===== config.mk =====
export PLATFORM = sky130hd
export DESIGN_NAME = spring_damper_substep_tracker_flat
export DESIGN_NICKNAME = d
export VERILOG_FILES = /design/src/sv/sdst_pkg.sv /design/src/sv/sdst_req_if.sv /design/src/sv/sdst_rsp_if.sv /design/src/sv/sdst_mul.sv /design/src/sv/spring_damper_substep_tracker.sv /design/src/flat_wrapper.sv
export SDC_FILE = /design/constraint.sdc
export NUM_CORES = 2
export LEC_CHECK = 0
export ABC_AREA = 1
export BUFFER_PORTS_ARGS = -buffer_cell sky130_fd_sc_hd__clkbuf_2
export CORE_ASPECT_RATIO = 0.8
export CORE_UTILIZATION = 30
export DETAILED_ROUTE_END_ITERATION = 8
export GPL_ROUTABILITY_DRIVEN = 0
export GPL_TIMING_DRIVEN = 1
export PLACE_DENSITY = 0.53
export SYNTH_ARGS = -nofsm -noshare
export SYNTH_HDL_FRONTEND = slang
export SYNTH_SLANG_ARGS = --single-unit

===== constraint.sdc =====
create_clock -name clk -period 31.3 [get_ports clk]
set_clock_uncertainty 0.2 [all_clocks]
set_input_delay 6.26 -clock clk [delete_from_list [all_inputs] [get_ports clk]]
set_output_delay 6.26 -clock clk [all_outputs]
set_load 0.005 [all_outputs]

===== src/sv/sdst_pkg.sv =====
`timescale 1ns / 1ps
// Shared types, constants and helpers for the spring-damper substep tracker.
// Depends on nothing; every other file of the block uses it by scoped names.
package sdst_pkg;

  // Fixed field widths
  localparam int Q_W          = 32;
  localparam int CMD_W        = 2;
  localparam int SPRING_W     = 27;
  localparam int DAMP_W       = 23;
  localparam int CFG_W        = 32;
  localparam int CFG_IDX_W    = 2;

  // Time base: substep length in ticks of 2^-20 s, elapsed field width
  localparam int SUBSTEP_TICKS = 5243;
  localparam int ELAPSED_BITS  = 20;
  localparam int TIME_FRAC     = 20;
  localparam int Q_FRAC        = 16;
  localparam int TICK_W        = $clog2(SUBSTEP_TICKS + 1);
  localparam int CMP_W         = (ELAPSED_BITS > TICK_W) ? ELAPSED_BITS : TICK_W;

  // Shared multiplier: one extra bit for the position difference
  localparam int MUL_W  = Q_W + 1;
  localparam int PROD_W = 2 * MUL_W;

  // Register reset values
  localparam logic [SPRING_W-1:0] SPRING_RST = SPRING_W'(655360);
  localparam logic [DAMP_W-1:0]   DAMP_RST   = DAMP_W'(414487);
  localparam logic [Q_W-1:0]      SCALE_RST  = Q_W'(65536);

  // Register indexes
  localparam logic [CFG_IDX_W-1:0] REG_SPRING = 2'd0;
  localparam logic [CFG_IDX_W-1:0] REG_DAMP   = 2'd1;
  localparam logic [CFG_IDX_W-1:0] REG_SCALE  = 2'd2;
  localparam logic [CFG_IDX_W-1:0] REG_FORCE  = 2'd3;

  // Command codes
  localparam logic [CMD_W-1:0] CMD_UPDATE   = 2'd0;
  localparam logic [CMD_W-1:0] CMD_ZERO_VEL = 2'd1;
  localparam logic [CMD_W-1:0] CMD_ACTIVATE = 2'd2;

  // Sequencer states
  typedef enum logic [3:0] {
    ST_IDLE,
    ST_DEST_MUL,
    ST_DEST_SAT,
    ST_DIFF,
    ST_MUL_K,
    ST_MUL_D,
    ST_ACCEL,
    ST_MUL_A,
    ST_VEL,
    ST_MUL_V,
    ST_POS,
    ST_DONE
  } state_t;

  // Multiplier operand selection
  typedef enum logic [2:0] {
    OP_DEST,
    OP_K,
    OP_D,
    OP_A,
    OP_V
  } opsel_t;

  // Per-state control word
  typedef struct packed {
    logic   ready;
    logic   mul_en;
    opsel_t opsel;
  } ctrl_t;

  // Clamp a wide signed value to the signed Q16.16 range
  function automatic logic signed [Q_W-1:0] sat_q(input logic signed [PROD_W-1:0] v);
    logic [PROD_W-Q_W:0] top;
    logic signed [Q_W-1:0] res;
    top = v[PROD_W-1:Q_W-1];
    if ((top == '0) || (top == '1)) begin
      res = v[Q_W-1:0];
    end else if (v[PROD_W-1]) begin
      res = {1'b1, {(Q_W-1){1'b0}}};
    end else begin
      res = {1'b0, {(Q_W-1){1'b1}}};
    end
    return res;
  endfunction

endpackage


===== src/sv/sdst_req_if.sv =====
`timescale 1ns / 1ps
// Command channel of the tracker: valid/ready plus one command word.
// Depends on sdst_pkg for field widths.
interface sdst_req_if;
  logic                              valid;
  logic                              ready;
  logic [sdst_pkg::CMD_W-1:0]        cmd;
  logic signed [sdst_pkg::Q_W-1:0]   target;
  logic [sdst_pkg::ELAPSED_BITS-1:0] elapsed;

  modport source (output valid, cmd, target, elapsed, input ready);
  modport sink   (input valid, cmd, target, elapsed, output ready);
endinterface


===== src/sv/sdst_rsp_if.sv =====
`timescale 1ns / 1ps
// Result channel of the tracker: valid/ready plus position and speed.
// Depends on sdst_pkg for field widths.
interface sdst_rsp_if;
  logic                            valid;
  logic                            ready;
  logic signed [sdst_pkg::Q_W-1:0] position;
  logic signed [sdst_pkg::Q_W-1:0] speed;

  modport source (output valid, position, speed, input ready);
  modport sink   (input valid, position, speed, output ready);
endinterface


===== src/sv/sdst_mul.sv =====
`timescale 1ns / 1ps
// Shared signed multiplier with a registered product.
// Depends on sdst_pkg for operand and product widths.
module sdst_mul (
  input  logic                               clk,
  input  logic                               en,
  input  logic signed [sdst_pkg::MUL_W-1:0]  a,
  input  logic signed [sdst_pkg::MUL_W-1:0]  b,
  output logic signed [sdst_pkg::PROD_W-1:0] prod
);

  // Capture the full product when enabled, hold otherwise
  always_ff @(posedge clk) begin
    if (en) begin
      prod <= a * b;
    end
  end

endmodule


===== src/sv/spring_damper_substep_tracker.sv =====
`timescale 1ns / 1ps
// Spring-damper tracker, Q16.16, one shared multiplier under a sequencer.
// Update: floor(elapsed/5243)+1 steps through DIFF, MUL_K, MUL_D, ACCEL, MUL_A, VEL,
// MUL_V and POS after setup in DEST_MUL and DEST_SAT; the result loads in DONE.
// One command at a time: the next word is taken once the sequencer is idle again.
// Synchronous reset restores register defaults and clears position and velocity.
module spring_damper_substep_tracker (
  input  logic                                clk,
  input  logic                                rst,
  sdst_req_if.sink                            req,
  sdst_rsp_if.source                          rsp,
  input  logic                                cfg_we,
  input  logic [sdst_pkg::CFG_IDX_W-1:0]      cfg_index,
  input  logic [sdst_pkg::CFG_W-1:0]          cfg_data
);

  localparam logic signed [sdst_pkg::PROD_W-1:0] HALF_Q =
    sdst_pkg::PROD_W'(2 ** (sdst_pkg::Q_FRAC - 1));
  localparam logic signed [sdst_pkg::PROD_W-1:0] HALF_T =
    sdst_pkg::PROD_W'(2 ** (sdst_pkg::TIME_FRAC - 1));
  localparam logic [sdst_pkg::CMP_W-1:0] STEP_CMP =
    sdst_pkg::CMP_W'(sdst_pkg::SUBSTEP_TICKS);

  // Configuration registers
  logic [sdst_pkg::SPRING_W-1:0]   spring;
  logic [sdst_pkg::DAMP_W-1:0]     damp;
  logic signed [sdst_pkg::Q_W-1:0] scale;
  logic                            force_act;

  // Tracker state and working registers
  sdst_pkg::state_t                state, state_next;
  sdst_pkg::ctrl_t                 ctrl;
  logic signed [sdst_pkg::Q_W-1:0] pos;
  logic signed [sdst_pkg::Q_W-1:0] vel;
  logic [sdst_pkg::CMD_W-1:0]      cmd_hold;
  logic signed [sdst_pkg::Q_W-1:0] tgt;
  logic [sdst_pkg::ELAPSED_BITS-1:0] rem_ticks;
  logic [sdst_pkg::TICK_W-1:0]     ticks;
  logic                            last;
  logic signed [sdst_pkg::Q_W-1:0] dest;
  logic signed [sdst_pkg::MUL_W-1:0] diff;
  logic signed [sdst_pkg::PROD_W-1:0] acc;
  logic signed [sdst_pkg::Q_W-1:0] accel;
  logic                            out_valid;
  logic signed [sdst_pkg::Q_W-1:0] out_pos;
  logic signed [sdst_pkg::Q_W-1:0] out_vel;

  // Datapath helpers
  logic signed [sdst_pkg::MUL_W-1:0]  mul_a;
  logic signed [sdst_pkg::MUL_W-1:0]  mul_b;
  logic signed [sdst_pkg::PROD_W-1:0] prod;
  logic [sdst_pkg::CMP_W-1:0]         rem_ext;
  logic                               take;
  logic                               load_out;

  // Take no word while reset is held
  assign take     = req.valid && ctrl.ready && !rst;
  assign load_out = (state == sdst_pkg::ST_DONE) && (!out_valid || rsp.ready);
  assign rem_ext  = sdst_pkg::CMP_W'(rem_ticks);

  // Write configuration registers
  always_ff @(posedge clk) begin
    if (rst) begin
      spring    <= sdst_pkg::SPRING_RST;
      damp      <= sdst_pkg::DAMP_RST;
      scale     <= sdst_pkg::SCALE_RST;
      force_act <= 1'b0;
    end else if (cfg_we) begin
      unique case (cfg_index)
        sdst_pkg::REG_SPRING: spring    <= cfg_data[sdst_pkg::SPRING_W-1:0];
        sdst_pkg::REG_DAMP:   damp      <= cfg_data[sdst_pkg::DAMP_W-1:0];
        sdst_pkg::REG_SCALE:  scale     <= cfg_data[sdst_pkg::Q_W-1:0];
        sdst_pkg::REG_FORCE:  force_act <= cfg_data[0];
      endcase
    end
  end

  // Advance the sequencer
  always_comb begin
    state_next = state;
    unique case (state)
      sdst_pkg::ST_IDLE: begin
        if (take) begin
          state_next = (req.cmd == sdst_pkg::CMD_UPDATE) ? sdst_pkg::ST_DEST_MUL
                                                         : sdst_pkg::ST_DONE;
        end
      end
      sdst_pkg::ST_DEST_MUL: state_next = sdst_pkg::ST_DEST_SAT;
      sdst_pkg::ST_DEST_SAT: state_next = sdst_pkg::ST_DIFF;
      sdst_pkg::ST_DIFF:     state_next = sdst_pkg::ST_MUL_K;
      sdst_pkg::ST_MUL_K:    state_next = sdst_pkg::ST_MUL_D;
      sdst_pkg::ST_MUL_D:    state_next = sdst_pkg::ST_ACCEL;
      sdst_pkg::ST_ACCEL:    state_next = sdst_pkg::ST_MUL_A;
      sdst_pkg::ST_MUL_A:    state_next = sdst_pkg::ST_VEL;
      sdst_pkg::ST_VEL:      state_next = sdst_pkg::ST_MUL_V;
      sdst_pkg::ST_MUL_V:    state_next = sdst_pkg::ST_POS;
      sdst_pkg::ST_POS:      state_next = last ? sdst_pkg::ST_DONE : sdst_pkg::ST_DIFF;
      sdst_pkg::ST_DONE: begin
        if (load_out) begin
          state_next = sdst_pkg::ST_IDLE;
        end
      end
      default:               state_next = sdst_pkg::ST_IDLE;
    endcase
  end

  // Drive per-state controls
  always_comb begin
    ctrl.ready  = 1'b0;
    ctrl.mul_en = 1'b0;
    ctrl.opsel  = sdst_pkg::OP_DEST;
    unique case (state)
      sdst_pkg::ST_IDLE:     ctrl.ready = 1'b1;
      sdst_pkg::ST_DEST_MUL: begin
        ctrl.mul_en = 1'b1;
        ctrl.opsel  = sdst_pkg::OP_DEST;
      end
      sdst_pkg::ST_MUL_K: begin
        ctrl.mul_en = 1'b1;
        ctrl.opsel  = sdst_pkg::OP_K;
      end
      sdst_pkg::ST_MUL_D: begin
        ctrl.mul_en = 1'b1;
        ctrl.opsel  = sdst_pkg::OP_D;
      end
      sdst_pkg::ST_MUL_A: begin
        ctrl.mul_en = 1'b1;
        ctrl.opsel  = sdst_pkg::OP_A;
      end
      sdst_pkg::ST_MUL_V: begin
        ctrl.mul_en = 1'b1;
        ctrl.opsel  = sdst_pkg::OP_V;
      end
      default: ctrl.ready = 1'b0;
    endcase
  end

  // Select multiplier operands
  always_comb begin
    unique case (ctrl.opsel)
      sdst_pkg::OP_DEST: begin
        mul_a = sdst_pkg::MUL_W'(scale);
        mul_b = sdst_pkg::MUL_W'(tgt);
      end
      sdst_pkg::OP_K: begin
        mul_a = diff;
        mul_b = sdst_pkg::MUL_W'(spring);
      end
      sdst_pkg::OP_D: begin
        mul_a = sdst_pkg::MUL_W'(vel);
        mul_b = sdst_pkg::MUL_W'(damp);
      end
      sdst_pkg::OP_A: begin
        mul_a = sdst_pkg::MUL_W'(accel);
        mul_b = sdst_pkg::MUL_W'(ticks);
      end
      sdst_pkg::OP_V: begin
        mul_a = sdst_pkg::MUL_W'(vel);
        mul_b = sdst_pkg::MUL_W'(ticks);
      end
      default: begin
        mul_a = '0;
        mul_b = '0;
      end
    endcase
  end

  sdst_mul u_mul (
    .clk  (clk),
    .en   (ctrl.mul_en),
    .a    (mul_a),
    .b    (mul_b),
    .prod (prod)
  );

  // Sequencer state, position and velocity
  always_ff @(posedge clk) begin
    if (rst) begin
      state <= sdst_pkg::ST_IDLE;
      pos   <= '0;
      vel   <= '0;
    end else begin
      state <= state_next;
      if ((state == sdst_pkg::ST_DONE) && (cmd_hold == sdst_pkg::CMD_ZERO_VEL)) begin
        vel <= '0;
      end
      if ((state == sdst_pkg::ST_DONE) && (cmd_hold == sdst_pkg::CMD_ACTIVATE) &&
          force_act) begin
        pos <= tgt;
      end
      if (state == sdst_pkg::ST_VEL) begin
        vel <= sdst_pkg::sat_q((prod + (sdst_pkg::PROD_W'(vel) <<< sdst_pkg::TIME_FRAC)
                                + HALF_T) >>> sdst_pkg::TIME_FRAC);
      end
      if (state == sdst_pkg::ST_POS) begin
        pos <= sdst_pkg::sat_q((prod + (sdst_pkg::PROD_W'(pos) <<< sdst_pkg::TIME_FRAC)
                                + HALF_T) >>> sdst_pkg::TIME_FRAC);
      end
    end
  end

  // Working registers of one command
  always_ff @(posedge clk) begin
    if (take) begin
      cmd_hold  <= req.cmd;
      tgt       <= req.target;
      rem_ticks <= req.elapsed;
    end
    if (state == sdst_pkg::ST_DEST_SAT) begin
      dest <= sdst_pkg::sat_q((prod + HALF_Q) >>> sdst_pkg::Q_FRAC);
    end
    // Split off one whole substep, or the remainder as the final step
    if (state == sdst_pkg::ST_DIFF) begin
      diff <= sdst_pkg::MUL_W'(pos) - sdst_pkg::MUL_W'(dest);
      if (rem_ext >= STEP_CMP) begin
        ticks     <= sdst_pkg::TICK_W'(sdst_pkg::SUBSTEP_TICKS);
        rem_ticks <= sdst_pkg::ELAPSED_BITS'(rem_ext - STEP_CMP);
        last      <= 1'b0;
      end else begin
        ticks <= rem_ext[sdst_pkg::TICK_W-1:0];
        last  <= 1'b1;
      end
    end
    if (state == sdst_pkg::ST_MUL_D) begin
      acc <= HALF_Q - prod;
    end
    if (state == sdst_pkg::ST_ACCEL) begin
      accel <= sdst_pkg::sat_q((acc - prod) >>> sdst_pkg::Q_FRAC);
    end
  end

  // Hold the result word until the sink takes it
  always_ff @(posedge clk) begin
    if (rst) begin
      out_valid <= 1'b0;
    end else if (load_out) begin
      out_valid <= 1'b1;
    end else if (rsp.ready) begin
      out_valid <= 1'b0;
    end
  end

  // Capture the reported state; zero-velocity and activate take effect here too
  always_ff @(posedge clk) begin
    if (load_out) begin
      out_pos <= ((cmd_hold == sdst_pkg::CMD_ACTIVATE) && force_act) ? tgt : pos;
      out_vel <= (cmd_hold == sdst_pkg::CMD_ZERO_VEL) ? '0 : vel;
    end
  end

  assign req.ready    = ctrl.ready && !rst;
  assign rsp.valid    = out_valid;
  assign rsp.position = out_pos;
  assign rsp.speed    = out_vel;

endmodule


===== src/flat_wrapper.sv =====
// flat-port wrapper written by rule: the top's interface ports become plain ports
module spring_damper_substep_tracker_flat 
  (clk, rst, cfg_we, cfg_index, cfg_data, req_valid, req_cmd, req_target, req_elapsed, req_ready, rsp_valid, rsp_position, rsp_speed, rsp_ready);
  sdst_req_if req_i ();
  sdst_rsp_if rsp_i ();
  input  logic clk;
  input  logic rst;
  input  logic cfg_we;
  input  logic [sdst_pkg::CFG_IDX_W-1:0] cfg_index;
  input  logic [sdst_pkg::CFG_W-1:0] cfg_data;
  input wire logic [$bits(req_i.valid)-1:0] req_valid;
  input wire logic [$bits(req_i.cmd)-1:0] req_cmd;
  input wire logic [$bits(req_i.target)-1:0] req_target;
  input wire logic [$bits(req_i.elapsed)-1:0] req_elapsed;
  output wire logic [$bits(req_i.ready)-1:0] req_ready;
  output wire logic [$bits(rsp_i.valid)-1:0] rsp_valid;
  output wire logic [$bits(rsp_i.position)-1:0] rsp_position;
  output wire logic [$bits(rsp_i.speed)-1:0] rsp_speed;
  input wire logic [$bits(rsp_i.ready)-1:0] rsp_ready;
  assign req_i.valid = req_valid;
  assign req_i.cmd = req_cmd;
  assign req_i.target = req_target;
  assign req_i.elapsed = req_elapsed;
  assign req_ready = req_i.ready;
  assign rsp_valid = rsp_i.valid;
  assign rsp_position = rsp_i.position;
  assign rsp_speed = rsp_i.speed;
  assign rsp_i.ready = rsp_ready;
  spring_damper_substep_tracker u_core (.clk(clk), .rst(rst), .req(req_i), .rsp(rsp_i), .cfg_we(cfg_we), .cfg_index(cfg_index), .cfg_data(cfg_data));
endmodule

# [Word level (Yosys, flattened, before mapping)]
# Cells that the tools add are included.
[op_classes] addsub=9 mul=1 n_div=0 magnitude_cmp=1 eq_ne=26 shifts=0 muxes=28 bitwise_logic=0 reduce_logical=33
[op_table] cell="two-way mux 32 bit" count=13
[op_table] cell="case mux 33 bit (4 select lines)" count=2
[op_table] cell="equality test 35 bit, second input constant" count=4
[op_table] cell="zero test 35 bit" count=4
[op_table] cell="adder 66 x 21 -> 66 bit, second input constant" count=2
[op_table] cell="adder 66 x 52 -> 66 bit" count=2
[op_table] cell="adder 66 x 17 -> 66 bit, second input constant" count=1
[op_table] cell="multiplier 33 x 33 -> 66 bit" count=1
[op_table] cell="subtractor 17 x 66 -> 66 bit, first input constant" count=1
[op_table] cell="subtractor 66 bit" count=1
[op_table] cell="two-way mux 20 bit" count=3
[op_table] cell="case mux 4 bit (12 select lines)" count=1
[op_table] cell="subtractor 32 x 32 -> 33 bit" count=1
[op_table] cell="greater-or-equal comparator 20 x 13 -> 1 bit, second input constant" count=1
[op_table] cell="case mux 4 bit (5 select lines)" count=1
[op_table] cell="subtractor 20 x 13 -> 20 bit, second input constant" count=1
[op_table] cell="equality test 4 x 3 -> 1 bit, second input constant" count=4
[op_table] cell="equality test 4 bit, second input constant" count=4
[op_table] cell="two-way mux 4 bit" count=4
[op_table] cell="AND reduction 2 bit" count=5
[op_table] cell="equality test 4 x 2 -> 1 bit, second input constant" count=2
[op_table] cell="logical AND 1 bit" count=8
[op_table] cell="equality test 2 bit, second input constant" count=3
[op_table] cell="equality test 3 x 2 -> 1 bit, second input constant" count=2
[op_table] cell="other kinds (13)" count=27
[totals] reg_bits=513 latch_bits=0 mem_bits_rw=0 rom_bits=0 mem_count=0

# [Depth between registers and ports, before layout]
[depth] ltp_word=7 ltp_mapped=41

# [Cells and area by module]
# From an unflattened synthesis, not the netlist that was laid out.
[unflattened] hier_cells=10988 hier_area_um2=79555.0
[modules_own_cells] module="sdst_mul" n_inst=1 cells_per_inst=5572 area_each_um2=43915.9 seq_area_each_um2=1981.9
[modules_own_cells] module="spring_damper_substep_tracker" n_inst=1 cells_per_inst=5416 area_each_um2=35639.2 seq_area_each_um2=11701.2

# [Worst setup path after synthesis]
# No wires, ideal clock.
[synth_path] kind="input port to output port" startpoint="input port rst" endpoint="output port req_ready" t_arrival_ns=6.396 required_ns=24.840 slack_ns=18.444 cell_stages=1 path_buffers=0 cell_sequence="nor2_1"
[synth_via] elab_chain_cells=2
[synth_lines] element="from (decl)" line="flat_wrapper.sv:7" rtl="input logic rst;"
[synth_lines] element="zero test 1 bit" line="spring_damper_substep_tracker.sv:251" rtl="assign req.ready = ctrl.ready && !rst;"
[synth_lines] element="logical AND 1 bit" line="spring_damper_substep_tracker.sv:251"
[synth_lines] element="to (decl)" line="flat_wrapper.sv:15" rtl="output wire logic [$bits(req_i.ready)-1:0] req_ready;"
# No other way between the ends.

# [Worst setup path after layout]
# Same ends and word-level chain as after synthesis.

==> results.cfg <==
[run_status]
outcome = finished clean

[place]
port_buffers = 158
post-place-cells = 13700
hpwl_um = 232000
pre_cts_ws_ns = 18.02

[die]
die_h_um = 455
dieArea_um2 = 259000
ios = 159
start_util = 0.302
coreArea_um2 = 256000
die_w_um = 569
std_cell_rows = 166

[worst_setup_path]
endpoint_kind = primary output
critPathLaunchType = input pin
ff2ff_setup_slack_ns = 20.45
cp-endpoint = req_ready
r2r-end = u_core.u_mul.prod[56]$_DFFE_PN_
crit_fanout = 12
reg2reg_from = u_core.state[0]$_SDFFE_PP0P_
startpoint = rst
cp_data_arrival_time_ns = 6.79
rr_worst_depth = 38
cp.required_ns = 24.84
crit_type = in2out

[clocking]
cts_buffer_depth = 3
postCtsSetupRepairBufs = 0
cts_sinks = 513
cts_hold_buf = 0
numCtsBuffers = 59
cts_tree = done
clk_pin_slew_ns = 0.06
cts_resized = 0
h-tree-depth = 2
clk_latency_ns = 0.69
cts_root_buffer = clkbuf_16

[hold_path]
hp-class = reg2reg
hold_depth = 2

[layout]
syn2layout_area_growth_pct = 9.98
fin_util = 0.332
fin_cells = 13800
nets = 12000
fill_cells = 27500
drive_above_1_share = 0.0485

[yosys]
synth_top_cell_by_area = fa_1
synthDistinctLibCells = 60
yosys_warnings = 0
syn-num-nets = 11900
ys_top_cells_by_area = fa_1 (30%), nand2_1 (14%), edfxtp_1 (13%)
yosysMostFrequentCell = nand2_1
synth.top_cell.area_share = 0.298
synth-seq-cells = 513
synthesis.area_um2 = 77100
synthTopCellsByCount = nand2_1 (2925), inv_1 (2423), fa_1 (1149), nor2_1 (758), a21oi_1 (437)
async_reset_ff_frac = 0
syn_inst = 10300
synth_flop_cell = edfxtp_1
synth_area_per_cell_um2 = 7.49
synth_enable_flop_cells = 341
yosysSeqAreaShare = 0.177

[drt]
via_per_inst = 4.81
antenna_left = 0
drc = 0
drtIter0Drc = 7364
via_count = 66600
avgRoutedWirePerCell_um = 20.9
wl_um = 289000
dr.pass1.iters = 8

[global_routing]
overflow = 0
track_usage = 0.222
grt_max_degree = 89
grt_pass1_vias = 64100
antenna_found_initial = 32
grt_pass1_wl_um = 427000

[timing]
hold_viol = 0
worstMarginPinSlew_ns = 1.34
fmax_mhz = 75.5
slew_headroom = 0.0977
worst_slack_ns = 18.05
maxSlewViolCount = 0
fin_crit_sh = 0.423
fin_setup_tns_ns = 0
rsz0062_at_grt = false
setup_viol = 0
min_period_ns = 13.25

[flow_run]
cap_viol_max_count = 0
==> registers in the layout, indices dropped and copies added, names as in the netlist, 32 cells and up <==
register             count
u_core.tgt              32
u_core.rsp.position     32
u_core.vel              32
u_core.rsp.speed        32
u_core.scale            32
u_core.u_mul.prod       66
u_core.accel            32
u_core.diff             33
u_core.dest             32
u_core.pos              32
u_core.acc              66
==> cell type report <==
class | instances | area [um2] | area share
multi-input combinational | 7017 | 53700 | 0.634
sequential | 513 | 13700 | 0.161
inverter | 2437 | 9150 | 0.108
tap | 3444 | 4310 | 0.0508
timing repair buffer | 294 | 1810 | 0.0214
clock buffer | 67 | 1550 | 0.0183
clock inverter | 45 | 524 | 0.00618
antenna | 19 | 47.5 | 0.000561
==> worst max-delay path: stages <==
cell and delay [ns]:
clkbuf_2 0.19, nor2_1 0.20, clkbuf_2 0.14
==> cell families after synthesis <==
family	share of synthesized area
buffers and inverters	0.135
adder cells (fa/ha/maj)	0.364
multiplexers	0.000130
XOR/XNOR	0.0368
AND/OR/NAND/NOR	0.219
flip-flops	0.177
AO/OA/AOI/OAI	0.0674
==> layout by cell type (no fill, tap or decap), types with 158 or more instances in the layout <==
cell | synthesis | routed
nand2_1 | 2925 | 2925
inv_1 | 2423 | 2421
fa_1 | 1149 | 1149
nor2_1 | 758 | 741
a21oi_1 | 437 | 434
ha_1 | 407 | 407
edfxtp_1 | 341 | 341
o21ai_0 | 280 | 279
xor2_1 | 243 | 243
nand3_1 | 238 | 237
dfxtp_1 | 172 | 172
clkbuf_2 | 0 | 158
==> how the worst min path moves through the flow <==
stage / start / end / slack (ns)
detailed placement: u_core.damp[17]$_SDFFE_PP1P_ / u_core.damp[17]$_SDFFE_PP1P_ / 0.24
floorplan: u_core.force_act$_SDFFE_PP0P_ / u_core.force_act$_SDFFE_PP0P_ / 0.22
CTS: u_core.damp[4]$_SDFFE_PP1P_ / u_core.damp[4]$_SDFFE_PP1P_ / 0.26
global route: u_core.force_act$_SDFFE_PP0P_ / u_core.force_act$_SDFFE_PP0P_ / 0.28
finish: u_core.damp[4]$_SDFFE_PP1P_ / u_core.damp[4]$_SDFFE_PP1P_ / 0.26
global placement: u_core.damp[2]$_SDFFE_PP1P_ / u_core.damp[2]$_SDFFE_PP1P_ / 0.24
==> stage by stage <==
stage                     instance area (um2)  hold slack [ns]
after global placement                  82700            0.241
final                                   84800            0.259
after CTS                               84700            0.262
after detailed placement                82700            0.244
after floorplan                         77100            0.224
after global routing                    84800            0.279
==> per-layer routing <==
| metal | routed length (um) | vias to the layer above | share of wire | global-route usage |
|---|---|---|---|---|
| li1 | - | 30900 | - | - |
| met1 | 133000 | 32600 | 0.46 | 0.332 |
| met2 | 115000 | 2774 | 0.40 | 0.309 |
| met3 | 32900 | 311 | 0.11 | 0.0607 |
| met4 | 7810 | 24 | 0.027 | 0.0571 |
| met5 | 243 | - | 0.00084 | 0 |
Power is not shown: default switching activity piles up to over one toggle a cycle in this logic, so the estimate is an artifact.
